$ cat config.mk
export PLATFORM = sky130hd
export DESIGN_NAME = lru_miss_counter_flat
export DESIGN_NICKNAME = d
export VERILOG_FILES = /design/src/design/lmc_pkg.sv /design/src/design/lmc_stream_if.sv /design/src/design/lmc_cell.sv /design/src/design/lmc_result_buffer.sv /design/src/design/lru_miss_counter.sv /design/src/flat_wrapper.sv
export SDC_FILE = /design/constraint.sdc
export NUM_CORES = 1
export LEC_CHECK = 0
export BUFFER_PORTS_ARGS = -buffer_cell sky130_fd_sc_hd__buf_2
export CAP_MARGIN = 20
export CORE_ASPECT_RATIO = 0.7
export CORE_MARGIN = 1.5
export CORE_UTILIZATION = 29
export DETAILED_ROUTE_END_ITERATION = 8
export MAX_ROUTING_LAYER = met4
export PLACE_DENSITY = 0.41
export SKIP_LAST_GASP = 1
export SLEW_MARGIN = 0
export SYNTH_ARGS = -nofsm -noshare
export SYNTH_HDL_FRONTEND = slang
export SYNTH_SLANG_ARGS = --single-unit
$ cat constraint.sdc
create_clock -name clock -period 7.98 [get_ports clock]
set_clock_uncertainty 0.1 [all_clocks]
set_input_delay 1.197 -clock clock [delete_from_list [all_inputs] [get_ports clock]]
set_output_delay 1.197 -clock clock [all_outputs]
set_load 0.02 [all_outputs]
$ cat src/design/lmc_pkg.sv
// Shared types and constants of the LRU miss counter.
// No dependencies; every other design file but lmc_cell refers to it by scoped names.
`default_nettype none

package lmc_pkg;

   localparam int REF_KEY_WIDTH    = 32;
   localparam int MISS_COUNT_WIDTH = 32;
   localparam int CAPACITY_WIDTH   = 5;

   localparam logic [CAPACITY_WIDTH-1:0]   CAPACITY_RESET = 5'd16;
   localparam logic [MISS_COUNT_WIDTH-1:0] MISS_COUNT_MAX = '1;

   typedef struct packed {
      logic signed [REF_KEY_WIDTH-1:0] ref_key;
   } req_word_type;

   typedef struct packed {
      logic                        hit;
      logic [MISS_COUNT_WIDTH-1:0] miss_count;
   } rsp_word_type;

   typedef struct packed {
      logic [CAPACITY_WIDTH-1:0] capacity;
   } csr_word_type;

endpackage

`default_nettype wire

$ cat src/design/lmc_stream_if.sv
// Valid/ready channel carrying one word of a chosen payload type.
// Payload types come from lmc_pkg.
`default_nettype none

interface lmc_stream_if #(
   parameter type word_type = lmc_pkg::req_word_type
);
   logic     valid;
   logic     ready;
   word_type payload;

   modport source (output valid, output payload, input ready);
   modport sink   (input valid, input payload, output ready);
endinterface

`default_nettype wire

$ cat src/design/lmc_cell.sv
// One slot of the recency stack: stored key, match against the lookup key,
// and a shift from the neighbor nearer the most-recent end. Uses no package.
`default_nettype none

module lmc_cell #(
   parameter int KEY_WIDTH = 32,
   parameter int INDEX     = 0,
   parameter int IW        = 4,
   parameter int CW        = 5
) (
   input  logic                 clock,
   input  logic                 load,
   input  logic                 hit,
   input  logic [IW-1:0]        miss_limit,
   input  logic [CW-1:0]        fill,
   input  logic [KEY_WIDTH-1:0] look_key,
   input  logic [KEY_WIDTH-1:0] key_in,
   input  logic                 match_in,
   output logic                 match_out,
   output logic [KEY_WIDTH-1:0] key_out
);

   logic [KEY_WIDTH-1:0] key_ff;
   logic [KEY_WIDTH-1:0] key_next_in;
   logic                 valid;
   logic                 shift;

   assign valid     = CW'(INDEX) < fill;
   // match_out: the hit slot sits here or farther from the front
   assign match_out = match_in | (valid && (key_ff == look_key));
   assign shift     = load && (hit ? match_out : (IW'(INDEX) <= miss_limit));
   assign key_next_in = shift ? key_in : key_ff;
   assign key_out   = key_ff;

   always_ff @(posedge clock) begin
      key_ff <= key_next_in;
   end

endmodule

`default_nettype wire

$ cat src/design/lmc_result_buffer.sv
// Two-word output buffer (output register plus skid) for result words.
// Depends on lmc_pkg and lmc_stream_if.
`default_nettype none

module lmc_result_buffer (
   input  logic                  clock,
   input  logic                  reset,
   input  logic                  push_valid,
   input  lmc_pkg::rsp_word_type push_word,
   output logic                  push_ready,
   lmc_stream_if.source          rsp_if
);

   logic                  out_valid_ff, out_valid_in;
   logic                  skid_valid_ff, skid_valid_in;
   lmc_pkg::rsp_word_type out_word_ff, out_word_in;
   lmc_pkg::rsp_word_type skid_word_ff, skid_word_in;
   logic                  pop;
   logic                  push;

   assign pop        = out_valid_ff && rsp_if.ready;
   assign push_ready = !skid_valid_ff;
   assign push       = push_valid && push_ready;

   always_comb begin
      out_valid_in  = out_valid_ff;
      out_word_in   = out_word_ff;
      skid_valid_in = skid_valid_ff;
      skid_word_in  = skid_word_ff;
      if (!out_valid_ff || pop) begin
         if (skid_valid_ff) begin
            out_valid_in  = 1'b1;
            out_word_in   = skid_word_ff;
            skid_valid_in = 1'b0;
         end else begin
            out_valid_in = push;
            out_word_in  = push_word;
         end
      end else if (push) begin
         skid_valid_in = 1'b1;
         skid_word_in  = push_word;
      end
   end

   always_ff @(posedge clock) begin
      if (reset) begin
         out_valid_ff  <= 1'b0;
         skid_valid_ff <= 1'b0;
      end else begin
         out_valid_ff  <= out_valid_in;
         skid_valid_ff <= skid_valid_in;
      end
      out_word_ff  <= out_word_in;
      skid_word_ff <= skid_word_in;
   end

   assign rsp_if.valid   = out_valid_ff;
   assign rsp_if.payload = out_word_ff;

endmodule

`default_nettype wire

$ cat src/design/lru_miss_counter.sv
// Top level of the LRU miss counter: row of stack cells, fill and miss counters.
// Depends on lmc_pkg, lmc_stream_if, lmc_cell and lmc_result_buffer.
//
// Fully associative LRU cache model that counts misses. One reference word is
// taken per clock: the compare in every stack cell, the shift of the row and
// the counter updates all settle in the accept cycle, so the next word sees the
// updated stack at once. Each word gives one result word, registered into a
// two-word output buffer when it is taken; the input stalls only when both buffer
// words wait. Keys are compared on their low KEY_WIDTH bits after sign
// extension. capacity (reset 16) is clamped to 1..ENTRIES; lowering it below
// the fill level takes effect on the next miss. No clearing pass after reset.
`default_nettype none

module lru_miss_counter #(
   parameter int ENTRIES   = 16,
   parameter int KEY_WIDTH = 32
) (
   input  logic         clock,
   input  logic         reset,
   lmc_stream_if.sink   req_if,
   lmc_stream_if.source rsp_if,
   lmc_stream_if.sink   csr_if
);

   localparam int CW   = $clog2(ENTRIES + 1);
   localparam int IW   = (ENTRIES > 1) ? $clog2(ENTRIES) : 1;
   localparam int CMPW = (CW > lmc_pkg::CAPACITY_WIDTH) ? CW : lmc_pkg::CAPACITY_WIDTH;

   logic [lmc_pkg::CAPACITY_WIDTH-1:0]   capacity_ff, capacity_in;
   logic [CW-1:0]                        fill_ff, fill_in;
   logic [lmc_pkg::MISS_COUNT_WIDTH-1:0] misses_ff, misses_in;

   logic [63:0]            key_ext;
   logic [KEY_WIDTH-1:0]   look_key;
   logic [KEY_WIDTH-1:0]   cell_key [ENTRIES];
   logic [KEY_WIDTH-1:0]   key_feed [ENTRIES];
   logic [ENTRIES:0]       tail_match;
   logic                   load;
   logic                   hit;
   logic                   push_ready;
   logic [CMPW-1:0]        cap_ext;
   logic [CMPW-1:0]        eff_cap;
   logic [CMPW-1:0]        fill_ext;
   logic [CMPW-1:0]        keep;
   logic [CMPW-1:0]        keep_inc;
   logic [IW-1:0]          miss_limit;
   lmc_pkg::rsp_word_type  rsp_word;

   assign key_ext  = {{32{req_if.payload.ref_key[31]}}, req_if.payload.ref_key};
   assign look_key = key_ext[KEY_WIDTH-1:0];

   assign load         = req_if.valid && push_ready;
   assign req_if.ready = push_ready;
   assign csr_if.ready = 1'b1;

   // entries kept behind the new key on a miss
   assign cap_ext  = CMPW'(capacity_ff);
   assign eff_cap  = (cap_ext == '0) ? CMPW'(1) :
                     (cap_ext > CMPW'(ENTRIES)) ? CMPW'(ENTRIES) : cap_ext;
   assign fill_ext = CMPW'(fill_ff);
   assign keep     = (fill_ext >= eff_cap) ? eff_cap - CMPW'(1) : fill_ext;
   assign keep_inc = keep + CMPW'(1);
   assign miss_limit = keep[IW-1:0];

   assign tail_match[ENTRIES] = 1'b0;
   assign hit                 = tail_match[0];

   for (genvar i = 0; i < ENTRIES; i++) begin : g_cell
      if (i == 0) begin : g_head
         assign key_feed[i] = look_key;
      end else begin : g_body
         assign key_feed[i] = cell_key[i-1];
      end
      lmc_cell #(
         .KEY_WIDTH (KEY_WIDTH),
         .INDEX     (i),
         .IW        (IW),
         .CW        (CW)
      ) u_cell (
         .clock      (clock),
         .load       (load),
         .hit        (hit),
         .miss_limit (miss_limit),
         .fill       (fill_ff),
         .look_key   (look_key),
         .key_in     (key_feed[i]),
         .match_in   (tail_match[i+1]),
         .match_out  (tail_match[i]),
         .key_out    (cell_key[i])
      );
   end

   always_comb begin
      capacity_in = capacity_ff;
      if (csr_if.valid) begin
         capacity_in = csr_if.payload.capacity;
      end
      fill_in   = fill_ff;
      misses_in = misses_ff;
      if (load && !hit) begin
         fill_in = keep_inc[CW-1:0];
         if (misses_ff != lmc_pkg::MISS_COUNT_MAX) begin
            misses_in = misses_ff + 1'b1;
         end
      end
   end

   always_ff @(posedge clock) begin
      if (reset) begin
         capacity_ff <= lmc_pkg::CAPACITY_RESET;
         fill_ff     <= '0;
         misses_ff   <= '0;
      end else begin
         capacity_ff <= capacity_in;
         fill_ff     <= fill_in;
         misses_ff   <= misses_in;
      end
   end

   assign rsp_word.hit        = hit;
   assign rsp_word.miss_count = misses_in;

   lmc_result_buffer u_result_buffer (
      .clock      (clock),
      .reset      (reset),
      .push_valid (req_if.valid),
      .push_word  (rsp_word),
      .push_ready (push_ready),
      .rsp_if     (rsp_if)
   );

endmodule

`default_nettype wire

$ cat src/flat_wrapper.sv
// flat-port wrapper written by rule: the top's interface ports become plain ports
module lru_miss_counter_flat 
#(
   parameter int ENTRIES   = 16,
   parameter int KEY_WIDTH = 32
)
  (clock, reset, req_if_valid, req_if_payload, req_if_ready, rsp_if_valid, rsp_if_payload, rsp_if_ready, csr_if_valid, csr_if_payload, csr_if_ready);
  lmc_stream_if #(.word_type(lmc_pkg::req_word_type)) req_if_i ();
  lmc_stream_if #(.word_type(lmc_pkg::rsp_word_type)) rsp_if_i ();
  lmc_stream_if #(.word_type(lmc_pkg::csr_word_type)) csr_if_i ();
  input  logic clock;
  input  logic reset;
  input wire logic [$bits(req_if_i.valid)-1:0] req_if_valid;
  input wire logic [$bits(req_if_i.payload)-1:0] req_if_payload;
  output wire logic [$bits(req_if_i.ready)-1:0] req_if_ready;
  output wire logic [$bits(rsp_if_i.valid)-1:0] rsp_if_valid;
  output wire logic [$bits(rsp_if_i.payload)-1:0] rsp_if_payload;
  input wire logic [$bits(rsp_if_i.ready)-1:0] rsp_if_ready;
  input wire logic [$bits(csr_if_i.valid)-1:0] csr_if_valid;
  input wire logic [$bits(csr_if_i.payload)-1:0] csr_if_payload;
  output wire logic [$bits(csr_if_i.ready)-1:0] csr_if_ready;
  assign req_if_i.valid = req_if_valid;
  assign req_if_i.payload = req_if_payload;
  assign req_if_ready = req_if_i.ready;
  assign rsp_if_valid = rsp_if_i.valid;
  assign rsp_if_payload = rsp_if_i.payload;
  assign rsp_if_i.ready = rsp_if_ready;
  assign csr_if_i.valid = csr_if_valid;
  assign csr_if_i.payload = csr_if_payload;
  assign csr_if_ready = csr_if_i.ready;
  lru_miss_counter #(.ENTRIES(ENTRIES), .KEY_WIDTH(KEY_WIDTH)) u_core (.clock(clock), .reset(reset), .req_if(req_if_i), .rsp_if(rsp_if_i), .csr_if(csr_if_i));
endmodule
# Yosys cells after proc, flatten, opt, wreduce, memory -nomap -nowiden
# Cells that the tools add are included.
totals:
  reg_bits: 622
  latch_bits: 0
  ram_bits: 0
  mem_bits_ro: 0
  input_bits: 42
  out_inout_bits: 36
  word_cells: 160
  memories: 0
op_classes:
  addsub: 3
  mul: 0
  div: 0
  n_lt_le_gt_ge: 34
  eq_ne: 17
  n_shift: 0
  muxes: 23
  bitwise_logic: 16
  n_reduce_logical: 42
op_table:
  columns: ["op", "count"]
  rows:
  - ["== test 32 bit", 16]
  - ["2-to-1 mux 32 bit", 2]
  - ["< comparator 4 x 5 -> 1 bit, first input constant", 8]
  - ["logical AND 1 bit", 35]
  - ["2-to-1 mux 33 bit", 1]
  - ["adder 32 x 1 -> 32 bit, second input constant", 1]
  - ["<= comparator 4 bit, first input constant", 8]
  - ["!= test 32 bit, second input constant", 1]
  - ["< comparator 3 x 5 -> 1 bit, first input constant", 4]
  - ["2-to-1 mux 1 bit", 17]
  - ["<= comparator 3 x 4 -> 1 bit, first input constant", 4]
  - ["2-to-1 mux 5 bit", 3]
  - ["OR 1 bit", 15]
  - ["< comparator 1 x 5 -> 1 bit, first input constant", 2]
  - ["< comparator 2 x 5 -> 1 bit, first input constant", 2]
  - ["<= comparator 1 x 4 -> 1 bit, first input constant", 2]
  - ["<= comparator 2 x 4 -> 1 bit, first input constant", 2]
  - ["adder 5 x 1 -> 5 bit, second input constant", 1]
  - ["greater-or-equal comparator 5 bit", 1]
  - ["greater-than comparator 5 bit, second input constant", 1]
  - ["zero test 5 bit", 1]
  - ["subtractor 5 x 1 -> 5 bit, second input constant", 1]
  - ["zero test 1 bit", 3]
  - ["AND reduction 2 bit", 1]
  - ["3 further kinds", 3]

# Longest topological paths before layout
logic_depth:
  ltp_word: 21
  depth_mapped: 17
  ltp_nobuf: 16

# Modules after synthesis
# Synthesis repeated with hierarchy kept, for this count alone.
unflattened:
  hier_cells: 1789
  hier_area_um2: 27079.7
modules_own_cells:
  columns: ["module", "n_inst", "cells_per_inst", "area_per_inst_um2", "seq_area_each_um2"]
  rows:
  - ["lru_miss_counter", 1, 332, 2656.3, 840.8]
  - ["lmc_result_buffer", 1, 111, 2592.5, 2021.9]
  - ["lmc_cell (u_core.g_cell[11].u_cell)", 1, 90, 1391.3, 960.9]
  - ["lmc_cell (u_core.g_cell[7].u_cell)", 1, 82, 1380.1, 960.9]
  - ["lmc_cell (u_core.g_cell[15].u_cell)", 1, 91, 1377.6, 960.9]
  - ["lmc_cell (u_core.g_cell[9].u_cell)", 1, 84, 1368.8, 960.9]
  - ["lmc_cell (u_core.g_cell[12].u_cell)", 1, 86, 1366.3, 960.9]
  - ["lmc_cell (u_core.g_cell[6].u_cell)", 1, 84, 1366.3, 960.9]
  - ["lmc_cell (u_core.g_cell[14].u_cell)", 1, 83, 1365.1, 960.9]
  - ["lmc_cell (u_core.g_cell[4].u_cell)", 1, 82, 1365.1, 960.9]
  - ["lmc_cell (u_core.g_cell[1].u_cell)", 1, 84, 1362.6, 960.9]
  - ["lmc_cell (u_core.g_cell[8].u_cell)", 1, 82, 1362.6, 960.9]
  - ["lmc_cell (u_core.g_cell[2].u_cell)", 1, 85, 1360.1, 960.9]
  - ["lmc_cell (u_core.g_cell[0].u_cell)", 1, 81, 1357.6, 960.9]
  - ["+4 rows", null, null, null, null]

# Worst setup path after synthesis
# Ideal clock, no wire load.
synth_path:
  path_kind: "input to register"
  startpoint: "input port req_if_payload[15]"
  endpoint: "register u_core.g_cell[6].u_cell.key_ff[0], enable pin"
  setup_ps: 468
  arrival_time_ps: 5636
  t_required_ps: 7412
  slack_ps: 1776
  path_stages: 10
  n_path_buf: 2
  cell_sequence: "buf_2 xor2_1 or4_1 or4_1 nor4_2 nor4_1 nand4b_1 buf_2 nor3_1 nor3b_1"
synth_between:
  elab_chain_len: 19
  word_cells_on_any_way: 49
  cone_classes: "16 x eq/ne; 1 x mux; 15 x bitwise; 17 x reduce/logical"
synth_lines:
  columns: ["element", "line", "rtl"]
  rows:
  - ["start, declared", "flat_wrapper.sv:14", "input wire logic [$bits(req_if_i.payload)-1:0] req_if_payload;"]
  - ["== test 32 bit", "lmc_cell.sv:30", "assign match_out = match_in | (valid && (key_ff == look_key));"]
  - ["logical AND 1 bit", "lmc_cell.sv:30", null]
  - ["OR 1 bit (14 in a row)", "lmc_cell.sv:30", null]
  - ["OR 1 bit *", "lmc_cell.sv:30", null]
  - ["named net u_core.g_cell[0].u_cell.hit", "lmc_cell.sv:13", "input logic hit,"]
  - ["2-to-1 mux 1 bit *", "lmc_cell.sv:31", "assign shift = load && (hit ? match_out : (IW'(INDEX) <= miss_limit));"]
  - ["logical AND 1 bit *", "lmc_cell.sv:31", null]
  - ["named net u_core.g_cell[6].u_cell.shift", "lmc_cell.sv:26", "logic shift;"]
  - ["end signal, assigned", "lmc_cell.sv:36", "key_ff <= key_next_in;"]
  - ["end, declared", "lmc_cell.sv:23", "logic [KEY_WIDTH-1:0] key_ff;"]
# Mark *: on every way through the listed nets, which the timed path passes. The rest lies on a longest branch.
# A chain may end at the register's enable or synchronous reset.

# Worst setup path in the final report
layout_path:
  startpoint: "input port req_if_payload[11]"
  endpoint: "register u_core.g_cell[1].u_cell.key_ff[31], enable pin"
layout_between:
  elab_chain_len: 19
  word_cells_on_any_way: 49
  cone_classes: "16 x eq/ne; 1 x mux; 15 x bitwise; 17 x reduce/logical"
layout_lines:
  columns: ["element", "line"]
  rows:
  - ["== test 32 bit", "lmc_cell.sv:30"]
  - ["logical AND 1 bit", "lmc_cell.sv:30"]
  - ["OR 1 bit (15 in a row)", "lmc_cell.sv:30"]
  - ["2-to-1 mux 1 bit *", "lmc_cell.sv:31"]
  - ["logical AND 1 bit *", "lmc_cell.sv:31"]
  - ["named net u_core.g_cell[1].u_cell.shift", "lmc_cell.sv:26"]
  - ["end signal, assigned", "lmc_cell.sv:36"]
  - ["end, declared", "lmc_cell.sv:23"]
# Marks and branches as above.

==> flow_summary.json <==
{
  "status": "completed",
  "wire_per_inst_um": 29.9,
  "cts_buffers": 68,
  "power.leakage_nw": 9.94,
  "path_clk_slew_ns": 0.06,
  "syn-cell-area_mm2": 0.0281,
  "maxCapViolations": 0,
  "drt_iter0_drc": 2364,
  "place_congestion": 0.975,
  "root_buffer": "clkbuf_16",
  "antenna_left": 0,
  "setup_viol_count_final": 0,
  "initial_core_util_pct": 29.3,
  "syn_area_per_cell_um2": 13.7,
  "grt_setup_unrepaired": "no",
  "antenna_found_initial": 3,
  "clk_latency_ns": 0.65,
  "port_buffers": 76,
  "dp_hpwl_mm": 77.0,
  "drive_gt1_share_pct": 10.6,
  "finalNonFillerCells": 3437,
  "antennaDiodeCount": 0,
  "drc_errors": 0,
  "startpoint": "req_if_payload[11]",
  "synth_ff_type": "edfxtp_1",
  "area_growth_pct": 13.9,
  "powerDensity_mw_per_mm2": 285,
  "cts_setup_buffers": 0,
  "vias": 18300,
  "synth-async-reset-ratio_pct": 0,
  "slew_viol_final": 0,
  "dp_cells": 3318,
  "grt_use_total_pct": 21.2,
  "clkSinkCount": 622,
  "timing.rr.start": "u_core.fill_ext[2]$_SDFFE_PP0N_",
  "finalHoldViolCount": 0,
  "cp.required_ns": 8.16,
  "first_pass_iters": 5,
  "hold_slack_ns": 0.370,
  "chipHeight_um": 264,
  "netlist-cell-type-count": 61,
  "pin_count": 78,
  "ctsHoldBuffers": 0,
  "cts_resized": 0,
  "worst-slew-pin-transition_ns": 1.12,
  "grt_pass1_wl_mm": 142,
  "arrival_ns": 5.46,
  "endpoint_kind": "flip-flop",
  "placeableCoreArea_mm2": 0.0960,
  "min_from": "u_core.g_cell[1].u_cell.key_out[8]$_DFFE_PP_",
  "period_share_pct": 66.2,
  "fin_crit_ns": 5.28,
  "cts_tree": "done",
  "max_freq_mhz": 189,
  "grt_pass1_vias": 17100,
  "ys_ff_latch": 622,
  "worstSetupStartpointType": "input pin",
  "worstPathMaxFanout": 29,
  "fin_util_pct": 33.3,
  "rows": 95,
  "vdd_drop_max_uv": 140,
  "synthCells": 2050,
  "cts.path.max_buffers": 3,
  "nets": 2178,
  "wl_mm": 103,
  "tns_ns": 0,
  "die_width_um": 375,
  "synth_nets": 2101,
  "max_slew_margin_pct": 24.8,
  "ys_warn_count": 0,
  "p_total_w": 0.00913,
  "synth_edf_count": 578,
  "cts.htree.levels": 3,
  "grt_max_degree": 67,
  "hold_class": "reg2reg",
  "grt_overflow_total": 0,
  "crit_type": "in2reg",
  "dieArea_mm2": 0.0989,
  "vias_per_cell": 5.32,
  "synth-seq-area-share_pct": 64.9
}
-- logic make-up after synthesis --
kind of cell | Yosys count | synth area share (%)
buf+inv | 113 | 2.18
xor+xnor | 520 | 16.2
compound gates | 146 | 3.34
simple gates | 628 | 12.6
fa+ha+maj | 9 | 0.400
other cells | 1 | 0.0133
flops | 622 | 64.9
mux | 11 | 0.405
-- worst max-delay path, cell delays in order --
cell      delay [ns]
buf_2           0.50
xor2_1          0.34
or4_1           0.59
or4_1           0.55
nor4_2          0.57
nor4_1          0.18
nand4b_1        0.43
nor2_1          0.23
a31oi_4         0.34
buf_4           0.45
-- synth_stat cells, drive strengths merged, types with 27 or more instances --
| master | count | share of area (%) |
|---|---|---|
| nor2 | 82 | 1.1 |
| o31ai | 27 | 0.72 |
| xnor2 | 392 | 12 |
| nand3 | 43 | 0.77 |
| nand4 | 175 | 3.9 |
| nand2 | 103 | 1.4 |
| nor3 | 34 | 0.61 |
| or4 | 32 | 0.85 |
| xor2 | 128 | 4.0 |
| a21oi | 50 | 0.89 |
| dfxtp | 44 | 3.1 |
| nor4 | 78 | 1.8 |
| edfxtp | 578 | 62 |
| a31oi | 37 | 0.82 |
| buf | 78 | 1.7 |
-- metrics by stage --
step                worst slack (ns)  cell area (um^2)
detailed placement              2.10             29900
CTS                             2.79             32000
finish                          2.70             32000
global placement                2.16             29800
global route                    2.45             32000
floorplan                       1.78             28100
-- metal layers --
metal | part of all wire [%] | wire [um] | track usage (%)
met1 | 52 | 53700 | 34.0
met2 | 34 | 34700 | 23.2
met3 | 13 | 13200 | 9.39
met4 | 1.3 | 1290 | 3.32
met5 | 0 | 0 | -
-- final timing paths --
path                                                   end  slack (ns)  depth (start not counted)
min reg2reg   u_core.g_cell[2].u_cell.key_out[8]$_DFFE_PP_        0.37                          0
min           u_core.g_cell[2].u_cell.key_out[8]$_DFFE_PP_        0.37                          0
max          u_core.g_cell[1].u_cell.key_out[31]$_DFFE_PP_        2.70                         10
max reg2reg  u_core.g_cell[3].u_cell.key_out[26]$_DFFE_PP_        3.18                         10
-- area by class of cell --
class                   count  area (um^2)
clock buffers              84         1850
flip-flops and latches    622        18200
inverters                  14         52.6
repair buffers            106          626
well taps                1261         1580
multi-input cells        1315         9370
clock inverters            35          320
fillers                  9492        64000
-- registers in the layout, indices dropped and copies added (netlist names) --
name	cells
u_core.g_cell.u_cell.key_out	512
u_core.u_result_buffer.rsp_if.payload	33
u_core.u_result_buffer.skid_word_ff	33
u_core.misses_ff	32
u_core.cap_ext	5
u_core.fill_ext	5
u_core.u_result_buffer.rsp_if.valid	1
u_core.u_result_buffer.skid_valid_ff	1
-- cells in the final DEF, fill, tap and decap left out, types with 11 or more instances in the layout --
master,n
buf_2,76
a21oi_1,49
edfxtp_1,578
a31oi_1,35
dfxtp_1,44
nor3_1,32
nand4b_1,14
nor4_1,77
o31ai_1,27
xor2_1,128
inv_1,11
nor2_1,79
or4_1,32
xnor2_1,392
clkbuf_1,11
buf_4,29
clkinv_1,15
nand4_1,175
nand3_1,43
nand2_1,102
and3_1,13
clkbuf_16,71
-- power by group --
| group | switching (W) | internal, W |
|---|---|---|
| Clock | 0.00137 | 0.00181 |
| Sequential | 0.000324 | 0.00412 |
| Combinational | 0.00110 | 0.000415 |
(Power assumes the default switching activity.)
